--- config.mk ---
export PLATFORM = sky130hd
export DESIGN_NAME = windowed_section_sender_core
export DESIGN_NICKNAME = d
export VERILOG_FILES = /design/src/rtl/wss_pkg.sv /design/src/rtl/wss_section_unit.sv /design/src/rtl/windowed_section_sender_core.sv
export SDC_FILE = /design/constraint.sdc
export NUM_CORES = 1
export LEC_CHECK = 0
export BUFFER_PORTS_ARGS = -buffer_cell sky130_fd_sc_hd__buf_2
export CAP_MARGIN = 30
export CORE_MARGIN = 4
export CORE_UTILIZATION = 45
export CTS_BUF_LIST = sky130_fd_sc_hd__clkbuf_2
export DETAILED_ROUTE_END_ITERATION = 10
export GPL_TIMING_DRIVEN = 0
export SYNTH_ARGS = -nofsm -noshare
export SYNTH_HDL_FRONTEND = slang
export SYNTH_HIERARCHICAL = 1
export SYNTH_SLANG_ARGS = --single-unit
--- constraint.sdc ---
create_clock -name aclk -period 9.5 [get_ports aclk]
set_input_delay 1.425 -clock aclk [delete_from_list [all_inputs] [get_ports aclk]]
set_output_delay 1.425 -clock aclk [all_outputs]
set_load 0.005 [all_outputs]
--- src/rtl/wss_pkg.sv ---
package wss_pkg;

    // Defaults for the top-level parameters
    localparam int SECTION_BYTES_DEF   = 6;
    localparam int WINDOW_SECTIONS_DEF = 32;

    localparam logic [15:0] TIMEOUT_RESET = 16'd30;

    // Input op codes
    localparam logic [1:0] OP_GET   = 2'd0;
    localparam logic [1:0] OP_FLOW  = 2'd1;
    localparam logic [1:0] OP_TICK  = 2'd2;

    // Flow-control codes
    localparam logic [2:0] FL_SEND   = 3'd0;
    localparam logic [2:0] FL_WAIT   = 3'd1;
    localparam logic [2:0] FL_RESEND = 3'd2;
    localparam logic [2:0] FL_DONE   = 3'd3;
    localparam logic [2:0] FL_ABORT  = 3'd4;

    // Result kinds
    localparam logic [2:0] K_OK    = 3'd0;
    localparam logic [2:0] K_REJ   = 3'd1;
    localparam logic [2:0] K_DATA  = 3'd2;
    localparam logic [2:0] K_ALARM = 3'd3;
    localparam logic [2:0] K_UNSUP = 3'd4;

    // Alarm ids
    localparam logic ALARM_TIMEOUT = 1'b0;
    localparam logic ALARM_FLOW    = 1'b1;

    localparam int IN_DATA_W  = 32;
    localparam int OUT_DATA_W = 56;

    // One step of the section unit
    typedef struct packed {
        logic        final_sec;  // this section reaches the end of data
        logic [15:0] step;       // bytes in this section
        logic [15:0] next_sent;  // sent_bytes after this section
    } sec_res_t;

endpackage

--- src/rtl/wss_section_unit.sv ---
module wss_section_unit
    import wss_pkg::*;
#(
    parameter int SECTION_BYTES = SECTION_BYTES_DEF
) (
    input  logic [15:0] sent,
    input  logic [15:0] total,
    output sec_res_t    res
);

    logic [16:0] sum;
    logic        more;

    assign sum  = {1'b0, sent} + 17'(SECTION_BYTES);
    assign more = sum < {1'b0, total};

    always_comb begin
        res.final_sec = !more;
        if (more) begin
            res.step      = 16'(SECTION_BYTES);
            res.next_sent = sum[15:0];
        end else begin
            // short tail, wraps if a resend rewound below zero
            res.step      = total - sent;
            res.next_sent = total;
        end
    end

endmodule

--- src/rtl/windowed_section_sender_core.sv ---
// Windowed section sender.
// Input channel s_*: one item per handshake, op in s_tuser, fields in s_tdata.
// Result channel m_*: one result per handshake, kind in m_tuser, m_tlast marks
// the final result caused by an input item. cfg_*: writes timeout_ticks,
// always ready; write only while the block is idle.
// Timing: an accepted item is decoded in its accept cycle. A single result
// (ok, reject, unsupported, alarm) passes through the head state into the
// output register; a window of data sections follows at one section per cycle
// while the receiver takes them, from the section unit, up to WINDOW_SECTIONS
// sections. No further item is accepted until the window has been sent.
// Items without a result leave the sequencer idle.
// s_tready is high only while the sequencer is idle.
// A registered output stage holds the current result; when the receiver
// stalls the sequencer waits and nothing is dropped.
// Reset (aresetn low, synchronous): idle, not busy, sent, total and window
// counts cleared, timeout_ticks and the tick counter set to 30, no result pending.
module windowed_section_sender_core
    import wss_pkg::*;
#(
    parameter int SECTION_BYTES   = SECTION_BYTES_DEF,
    parameter int WINDOW_SECTIONS = WINDOW_SECTIONS_DEF
) (
    input  logic                  aclk,
    input  logic                  aresetn,
    input  logic                  s_tvalid,
    output logic                  s_tready,
    // net_id[7:0], attr[9:8], total_size[25:10], flow_code[28:26], zero pad
    input  logic [IN_DATA_W-1:0]  s_tdata,
    // op[1:0]
    input  logic [1:0]            s_tuser,
    output logic                  m_tvalid,
    input  logic                  m_tready,
    // out_net[7:0], section_index[12:8], byte_offset[28:13], byte_count[31:29],
    // alarm_id[32], response_size[48:33], zero pad
    output logic [OUT_DATA_W-1:0] m_tdata,
    // kind[2:0]
    output logic [2:0]            m_tuser,
    output logic                  m_tlast,
    input  logic                  cfg_valid,
    output logic                  cfg_ready,
    input  logic [15:0]           cfg_data
);

    localparam int IDX_W = (WINDOW_SECTIONS > 1) ? $clog2(WINDOW_SECTIONS) : 1;
    localparam logic [IDX_W-1:0] IDX_LAST = IDX_W'(WINDOW_SECTIONS - 1);

    localparam logic [1:0] ST_IDLE = 2'd0;
    localparam logic [1:0] ST_HEAD = 2'd1;
    localparam logic [1:0] ST_WIN  = 2'd2;

    logic [1:0]  state_reg, state_next;
    logic [1:0]  busy_reg, busy_next;
    logic [15:0] sent_reg, sent_next;
    logic [15:0] total_reg, total_next;
    logic [7:0]  win_reg, win_next;
    logic [15:0] ticks_reg, ticks_next;
    logic [7:0]  reply_net_reg, reply_net_next;
    logic [15:0] timeout_reg;

    logic [2:0]  hd_kind_reg, hd_kind_next;
    logic        hd_alarm_reg, hd_alarm_next;
    logic [15:0] hd_rsize_reg, hd_rsize_next;
    logic [7:0]  net_reg, net_next;
    logic        win_pend_reg, win_pend_next;
    logic [IDX_W-1:0] idx_reg, idx_next;
    logic [7:0]  acc_reg, acc_next;

    logic                  m_tvalid_reg, m_tvalid_next;
    logic [OUT_DATA_W-1:0] m_tdata_reg, m_tdata_next;
    logic [2:0]            m_tuser_reg, m_tuser_next;
    logic                  m_tlast_reg, m_tlast_next;

    logic [7:0]  in_net;
    logic [1:0]  in_attr;
    logic [15:0] in_size;
    logic [2:0]  in_flow;
    logic        in_accept;
    logic        out_free;
    logic        at_end;
    logic [IDX_W+4:0] idx_ext;
    sec_res_t    sec;

    assign in_net  = s_tdata[7:0];
    assign in_attr = s_tdata[9:8];
    assign in_size = s_tdata[25:10];
    assign in_flow = s_tdata[28:26];

    assign s_tready  = (state_reg == ST_IDLE);
    assign in_accept = s_tvalid && s_tready;
    assign out_free  = !m_tvalid_reg || m_tready;
    assign at_end    = sent_reg >= total_reg;
    assign idx_ext   = {5'd0, idx_reg};
    assign cfg_ready = 1'b1;

    assign m_tvalid = m_tvalid_reg;
    assign m_tdata  = m_tdata_reg;
    assign m_tuser  = m_tuser_reg;
    assign m_tlast  = m_tlast_reg;

    wss_section_unit #(
        .SECTION_BYTES(SECTION_BYTES)
    ) u_sec (
        .sent (sent_reg),
        .total(total_reg),
        .res  (sec)
    );

    always_comb begin
        state_next     = state_reg;
        busy_next      = busy_reg;
        sent_next      = sent_reg;
        total_next     = total_reg;
        win_next       = win_reg;
        ticks_next     = ticks_reg;
        reply_net_next = reply_net_reg;
        hd_kind_next   = hd_kind_reg;
        hd_alarm_next  = hd_alarm_reg;
        hd_rsize_next  = hd_rsize_reg;
        net_next       = net_reg;
        win_pend_next  = win_pend_reg;
        idx_next       = idx_reg;
        acc_next       = acc_reg;
        m_tvalid_next  = m_tvalid_reg && !m_tready;
        m_tdata_next   = m_tdata_reg;
        m_tuser_next   = m_tuser_reg;
        m_tlast_next   = m_tlast_reg;

        case (state_reg)
            ST_IDLE: begin
                if (in_accept) begin
                    logic head;
                    logic win;
                    logic idle;
                    head = 1'b0;
                    win  = 1'b0;
                    idle = 1'b0;
                    hd_alarm_next = 1'b0;
                    hd_rsize_next = 16'd0;
                    net_next      = in_net;
                    case (s_tuser)
                        OP_GET: begin
                            reply_net_next = in_net;
                            head = 1'b1;
                            if (in_attr != 2'd1 && in_attr != 2'd2) begin
                                hd_kind_next = K_UNSUP;
                            end else if (busy_reg != 2'd0) begin
                                hd_kind_next = K_REJ;
                            end else begin
                                hd_kind_next  = K_OK;
                                hd_rsize_next = in_size;
                                busy_next     = in_attr;
                                total_next    = in_size;
                                if (in_attr == 2'd2 && in_size == 16'd0) begin
                                    idle = 1'b1;
                                end else begin
                                    win = 1'b1;
                                end
                            end
                        end
                        OP_FLOW: begin
                            if (in_attr != 2'd0) begin
                                head = 1'b1;
                                hd_kind_next = K_UNSUP;
                            end else if (busy_reg == 2'd0) begin
                                head = 1'b1;
                                hd_kind_next  = K_ALARM;
                                hd_alarm_next = ALARM_FLOW;
                                idle = 1'b1;
                            end else begin
                                case (in_flow)
                                    FL_SEND, FL_WAIT: begin
                                        if (at_end) begin
                                            head = 1'b1;
                                            hd_kind_next  = K_ALARM;
                                            hd_alarm_next = ALARM_FLOW;
                                            idle = 1'b1;
                                        end else if (in_flow == FL_SEND) begin
                                            win = 1'b1;
                                        end else begin
                                            ticks_next = timeout_reg;
                                        end
                                    end
                                    FL_RESEND: begin
                                        sent_next = sent_reg - {8'd0, win_reg};
                                        win = 1'b1;
                                    end
                                    FL_DONE, FL_ABORT: begin
                                        idle = 1'b1;
                                    end
                                    default: begin
                                    end
                                endcase
                            end
                        end
                        OP_TICK: begin
                            if (busy_reg != 2'd0 && ticks_reg != 16'd0) begin
                                ticks_next = ticks_reg - 16'd1;
                                if (ticks_reg == 16'd1) begin
                                    head = 1'b1;
                                    hd_kind_next  = K_ALARM;
                                    hd_alarm_next = ALARM_TIMEOUT;
                                    net_next      = reply_net_reg;
                                    idle = 1'b1;
                                end
                            end
                        end
                        default: begin
                        end
                    endcase
                    if (idle) begin
                        busy_next  = 2'd0;
                        sent_next  = 16'd0;
                        win_next   = 8'd0;
                        total_next = 16'd0;
                        ticks_next = timeout_reg;
                    end
                    win_pend_next = win;
                    idx_next      = '0;
                    acc_next      = 8'd0;
                    if (head) begin
                        state_next = ST_HEAD;
                    end else if (win) begin
                        state_next = ST_WIN;
                    end
                end
            end
            ST_HEAD: begin
                if (out_free) begin
                    m_tvalid_next = 1'b1;
                    m_tuser_next  = hd_kind_reg;
                    m_tlast_next  = !win_pend_reg;
                    m_tdata_next  = {7'd0, hd_rsize_reg, hd_alarm_reg, 3'd0, 16'd0,
                                     5'd0, net_reg};
                    state_next    = win_pend_reg ? ST_WIN : ST_IDLE;
                end
            end
            ST_WIN: begin
                if (out_free) begin
                    logic done;
                    done = sec.final_sec || (idx_reg == IDX_LAST);
                    m_tvalid_next = 1'b1;
                    m_tuser_next  = K_DATA;
                    m_tlast_next  = done;
                    m_tdata_next  = {7'd0, 16'd0, 1'b0, sec.step[2:0], sent_reg,
                                     idx_ext[4:0], net_reg};
                    sent_next     = sec.next_sent;
                    acc_next      = acc_reg + sec.step[7:0];
                    idx_next      = idx_reg + IDX_W'(1);
                    if (done) begin
                        win_next   = acc_reg + sec.step[7:0];
                        ticks_next = timeout_reg;
                        state_next = ST_IDLE;
                    end
                end
            end
            default: begin
                state_next = ST_IDLE;
            end
        endcase
    end

    always_ff @(posedge aclk) begin
        if (!aresetn) begin
            state_reg     <= ST_IDLE;
            busy_reg      <= 2'd0;
            sent_reg      <= 16'd0;
            total_reg     <= 16'd0;
            win_reg       <= 8'd0;
            ticks_reg     <= TIMEOUT_RESET;
            reply_net_reg <= 8'd0;
            timeout_reg   <= TIMEOUT_RESET;
            m_tvalid_reg  <= 1'b0;
        end else begin
            state_reg     <= state_next;
            busy_reg      <= busy_next;
            sent_reg      <= sent_next;
            total_reg     <= total_next;
            win_reg       <= win_next;
            ticks_reg     <= ticks_next;
            reply_net_reg <= reply_net_next;
            m_tvalid_reg  <= m_tvalid_next;
            if (cfg_valid && cfg_ready) begin
                timeout_reg <= cfg_data;
            end
        end
    end

    always_ff @(posedge aclk) begin
        hd_kind_reg  <= hd_kind_next;
        hd_alarm_reg <= hd_alarm_next;
        hd_rsize_reg <= hd_rsize_next;
        net_reg      <= net_next;
        win_pend_reg <= win_pend_next;
        idx_reg      <= idx_next;
        acc_reg      <= acc_next;
        m_tdata_reg  <= m_tdata_next;
        m_tuser_reg  <= m_tuser_next;
        m_tlast_reg  <= m_tlast_next;
    end

endmodule

; Yosys cells after proc, flatten, opt, wreduce, memory -nomap -nowiden
; Cells that the tools add are included.
[word_totals]
out_inout_bits = 63
mem_bits_rw = 0
mem_bits_ro = 0
latchBits = 0
word_cells = 203
in_bits = 55
memories = 0
ff_bits = 187
[op_classes]
n_mul = 0
n_addsub = 6
n_reduce_logical = 38
shifts = 0
muxes = 100
div = 0
n_lt_le_gt_ge = 2
n_eq_ne = 36
bitwise = 2
[op_table]
columns = cell, count
row1 = two-way mux 16 bit, 21
row2 = two-way mux 56 bit, 2
row3 = case mux 56 bit (2 select lines), 1
row4 = case mux 16 bit (2 select lines), 3
row5 = two-way mux 8 bit, 9
row6 = "!= test 4 bit, second input constant", 8
row7 = case mux 8 bit (2 select lines), 2
row8 = two-way mux 1 bit, 29
row9 = two-way mux 3 bit, 9
row10 = two-way mux 24 bit, 1
row11 = two-way mux 2 bit, 11
row12 = "adder 16 x 3 -> 17 bit, second input constant", 1
row13 = < comparator 17 x 16 -> 1 bit, 1
row14 = "== test 16 x 1 -> 1 bit, second input constant", 1
row15 = >= comparator 16 bit, 1
row16 = logical NOT 16 bit, 1
row17 = nonzero test 16 bit, 1
row18 = "subtractor 16 x 1 -> 16 bit, second input constant", 1
row19 = subtractor 16 x 8 -> 16 bit, 1
row20 = AND reduction 5 bit, 3
row21 = AND reduction 7 bit, 2
row22 = "!= test 2 bit, second input constant", 6
row23 = AND reduction 11 bit, 1
row24 = two-way mux 5 bit, 2
row25 = other kinds (31), 66

; Logic depth before layout (Yosys ltp)
[logic_depth]
word_depth = 13
depth_mapped = 23
depth_no_buf = 21

; By module
; The synthesis kept the hierarchy.
[by_module_without_submodules]
columns = module, seq_area_each_um2, instances, cells_each, area_each_um2
row1 = windowed_section_sender_core, 4554.4, 1, 900, 9165.0
row2 = wss_section_unit, 0.0, 1, 228, 1674.1

; Worst setup path after synthesis
; No wires, ideal clock.
[synth_path]
path_kind = register -> register
from = register sent_reg[1]
to = register win_reg[7]
synth_period_minus_slack_ns = 4.388
path_stages_with_launch = 23
arrival_ns = 4.317
slack_ns = 5.112
required_ns = 9.430
path_buffers = 2
setup_ns = 0.070
path_cell_list = dfxtp_1 -> inv_1 -> ha_1 -> nor3_1 -> xnor2_1 -> ha_1 -> and4_4 -> a221oi_1 -> o21ai_0 -> o21ai_0 -> o2111a_1 -> buf_6 -> buf_12 -> inv_4 -> nand2_1 -> ha_1 -> a21o_1 -> a21oi_1 -> o21bai_1 -> a2111oi_0 -> o21ai_0 -> a22o_1 -> a21oi_1
[synth_lines]
columns = element, line_no
row1 = from (decl), windowed_section_sender_core.sv:53  ; logic [15:0] sent_reg, sent_next;
row2 = from (signal assigned), windowed_section_sender_core.sv:276  ; sent_reg <= sent_next;
row3 = to (signal assigned), windowed_section_sender_core.sv:278  ; win_reg <= win_next;
row4 = to (decl), windowed_section_sender_core.sv:55  ; logic [7:0] win_reg, win_next;

==> impl_results.md <==
- Run status: finished, final reports clean
- FILL cells: approximately 2.2k
- Flip-flop count of the largest register after layout: 49
- Crit-path slowest cell: dfxtp_1
- Crit path launch: sent_reg[1]
- Critical path's largest stage delay: 0.70 ns
- Post-Route WL: 26,100 um
- Max Cap Viol: 0
- DP HPWL: 20,100 um
- Reg area: 0.00455 mm2
- RR Startpoint: sent_reg[1]
- DR vias: ~8.2k
- Worst-margin pin slew: around 0.82 ns
- Vias in the first global route: roughly 7.9k
- Max Slew Vio Count: 0
- Met3 Use GR: 0.0348
- Reg2reg end: ticks_reg[6]
- Hold/Removal Path Class: reg2reg
- CTS tree: done
- CP max FO: 10
- CTS HTree Levels: 4
- Global route overflow: 0
- Pre-antenna DRT Iters: 5
- Standard-cell row count: 55
- Die Footprint: about 0.026 mm2
- Area of the core: 0.0226 mm2
- Crit-path cells: inv_1, ha_1, nor3_1, nand2_1, nor2_1, xnor2_1, ha_1, nand3_1, nor3_1, o21ai_0, o2111a_1, buf_6, buf_12, inv_4, nor3b_1, a2111oi_2, nand4_1, a41oi_2, o21bai_2, buf_2, a22oi_1, o32ai_2
- Vias per std cell: 5.50
- Final Hold Viols: 0
- Synth Area per Inst: 9.82 um2
- Met1 Usage GRT: 0.285
- CTS Buffer Depth: 2
- 1st-iter DRT viols: 511
- F_max: between 0.15 and 0.2 GHz
- Setup TNS: 0 ns
- Global-route usage over all layers: 0.207
- Largest net degree at the start of global routing: 35
- Share of cells above drive strength 1: 0.174
- Layout Area Growth over Synthesis: 12.1%
- First-pass GRT wire length: 42,600 um
- M2 GR Usage: 0.346
- Hold Path Depth: 0
- ANT nets after route: 0
- R2R cell count: 22
- Critical path's top delay family: compound AO/OA/AOI/OAI gates
- Min-delay src: net_reg[2]
- Die Span Y: 160 um
- CTS buffer count: 17
- Initial core utilization: 0.459
- Min Hold Slack: 0.466 ns
- Clock Tree Root: clkbuf_2
- PwrDens: 336 mW/mm2
- Worst Setup Path Type: reg2reg
- Initial antenna violation count: 1
- Reg2reg setup slack: roughly 3.8 ns
- GRT busiest layer: met2
- CTS resizes: 0
- Clock-pin transition on the worst setup and hold timing paths: 0.32 ns
- Wire per inst: 17.5 um
- Yosys warning total: 6
- Post-CTS setup repair buffer count: 0
- Leakage: 4.67 nW
- Syn Std Cell Area: around 0.010 mm2
- Total clock sinks: 180
- Setup crit start kind: flop
- Post-Syn Instances: 1,057
- DRC Markers: 0
- Final Worst Setup Slack: 3.82 ns
- RSZ-0062 raised after global routing: no
- Crit path time final: 5.68 ns
- Setup violators final: 0
- Clock Skews: 0.0464 ns
- Area of the multi-input gates: about 0.0053 mm2
- Crit path DAT: 6.40 ns
- Die W: 160 um
- PortBufs: between 100 and 150
- Setup WS pre-CTS: 3.85 ns
- WHS Endpoint: m_tdata[2]
- Hold_buf cts: 0
- Tcrit/Tclk final: 0.598
- Slew margin rel.: 0.446
- NumNets Final: around 1.3k
- Worst-Skew Late Latency: 0.81 ns
- CP endpoint kind: flop
- Worst path required time: 10.22 ns
- I/O Pins: around 120
- Placer Congestion: a little over 0.9
- Buf/Inv on CP: 5
- Worst VDD drop: 0.184 mV
## power breakdown
group	switching [W]	total, W	internal [W]
logic	0.00132	0.00228	0.000956
clock network	0.000324	0.000416	0.0000921
registers	0.000127	0.00121	0.00108
total	0.00177	0.00391	0.00213
## layout by cell type, fill, tap and decap left out, drive strengths merged, types with 13 or more instances in the layout
| master | count |
|---|---|
| a21oi | 47 |
| a22oi | 21 |
| and2 | 51 |
| buf | 135 |
| clkbuf | 45 |
| dfxtp | 85 |
| edfxtp | 95 |
| ha | 69 |
| inv | 81 |
| mux2 | 14 |
| mux2i | 38 |
| nand2 | 84 |
| nand3 | 26 |
| nor2 | 98 |
| nor2b | 25 |
| nor3 | 22 |
| o21ai | 36 |
| o22ai | 13 |
| xnor2 | 24 |
## metrics by stage
stage | total power, W | cells | cell area, um2 | utilization
CTS | 0.00391 | 1488 | 11600 | 0.513
global placement | 0.00344 | 1452 | 11300 | 0.498
finish | 0.00391 | 1490 | 11600 | 0.514
global route | 0.00423 | 1490 | 11600 | 0.514
floorplan | 0.00284 | 1063 | 10400 | -
detailed placement | 0.00349 | 1456 | 11400 | 0.502
## per-layer routing
metal / up-vias / wire length [um]
li1: 4081 / -
met1: 3894 / 12000
met2: 199 / 12600
met3: 26 / 1160
met4: 0 / 349
met5: - / 0
## worst max path at each step
stage | to | slack (ns) | depth (start not counted)
floorplan | win_reg[7] | 5.12 | 22
global placement | ticks_reg[6] | 3.98 | 22
detailed placement | ticks_reg[6] | 3.85 | 22
CTS | ticks_reg[6] | 3.85 | 22
global route | ticks_reg[8] | 3.41 | 22
finish | ticks_reg[6] | 3.82 | 22
## final cells by class
class / instances / area share
clock buffers: 17 / 0.00731
clock inverters: 15 / 0.0156
diodes: 1 / 0.000215
inverters: 75 / 0.0244
plain buffers: 56 / 0.0267
well taps: 285 / 0.0306
flip-flops and latches: 180 / 0.391
repair buffers: 109 / 0.0514
multi-input cells: 752 / 0.452
Note: power is estimated with default switching activity, not from simulation.
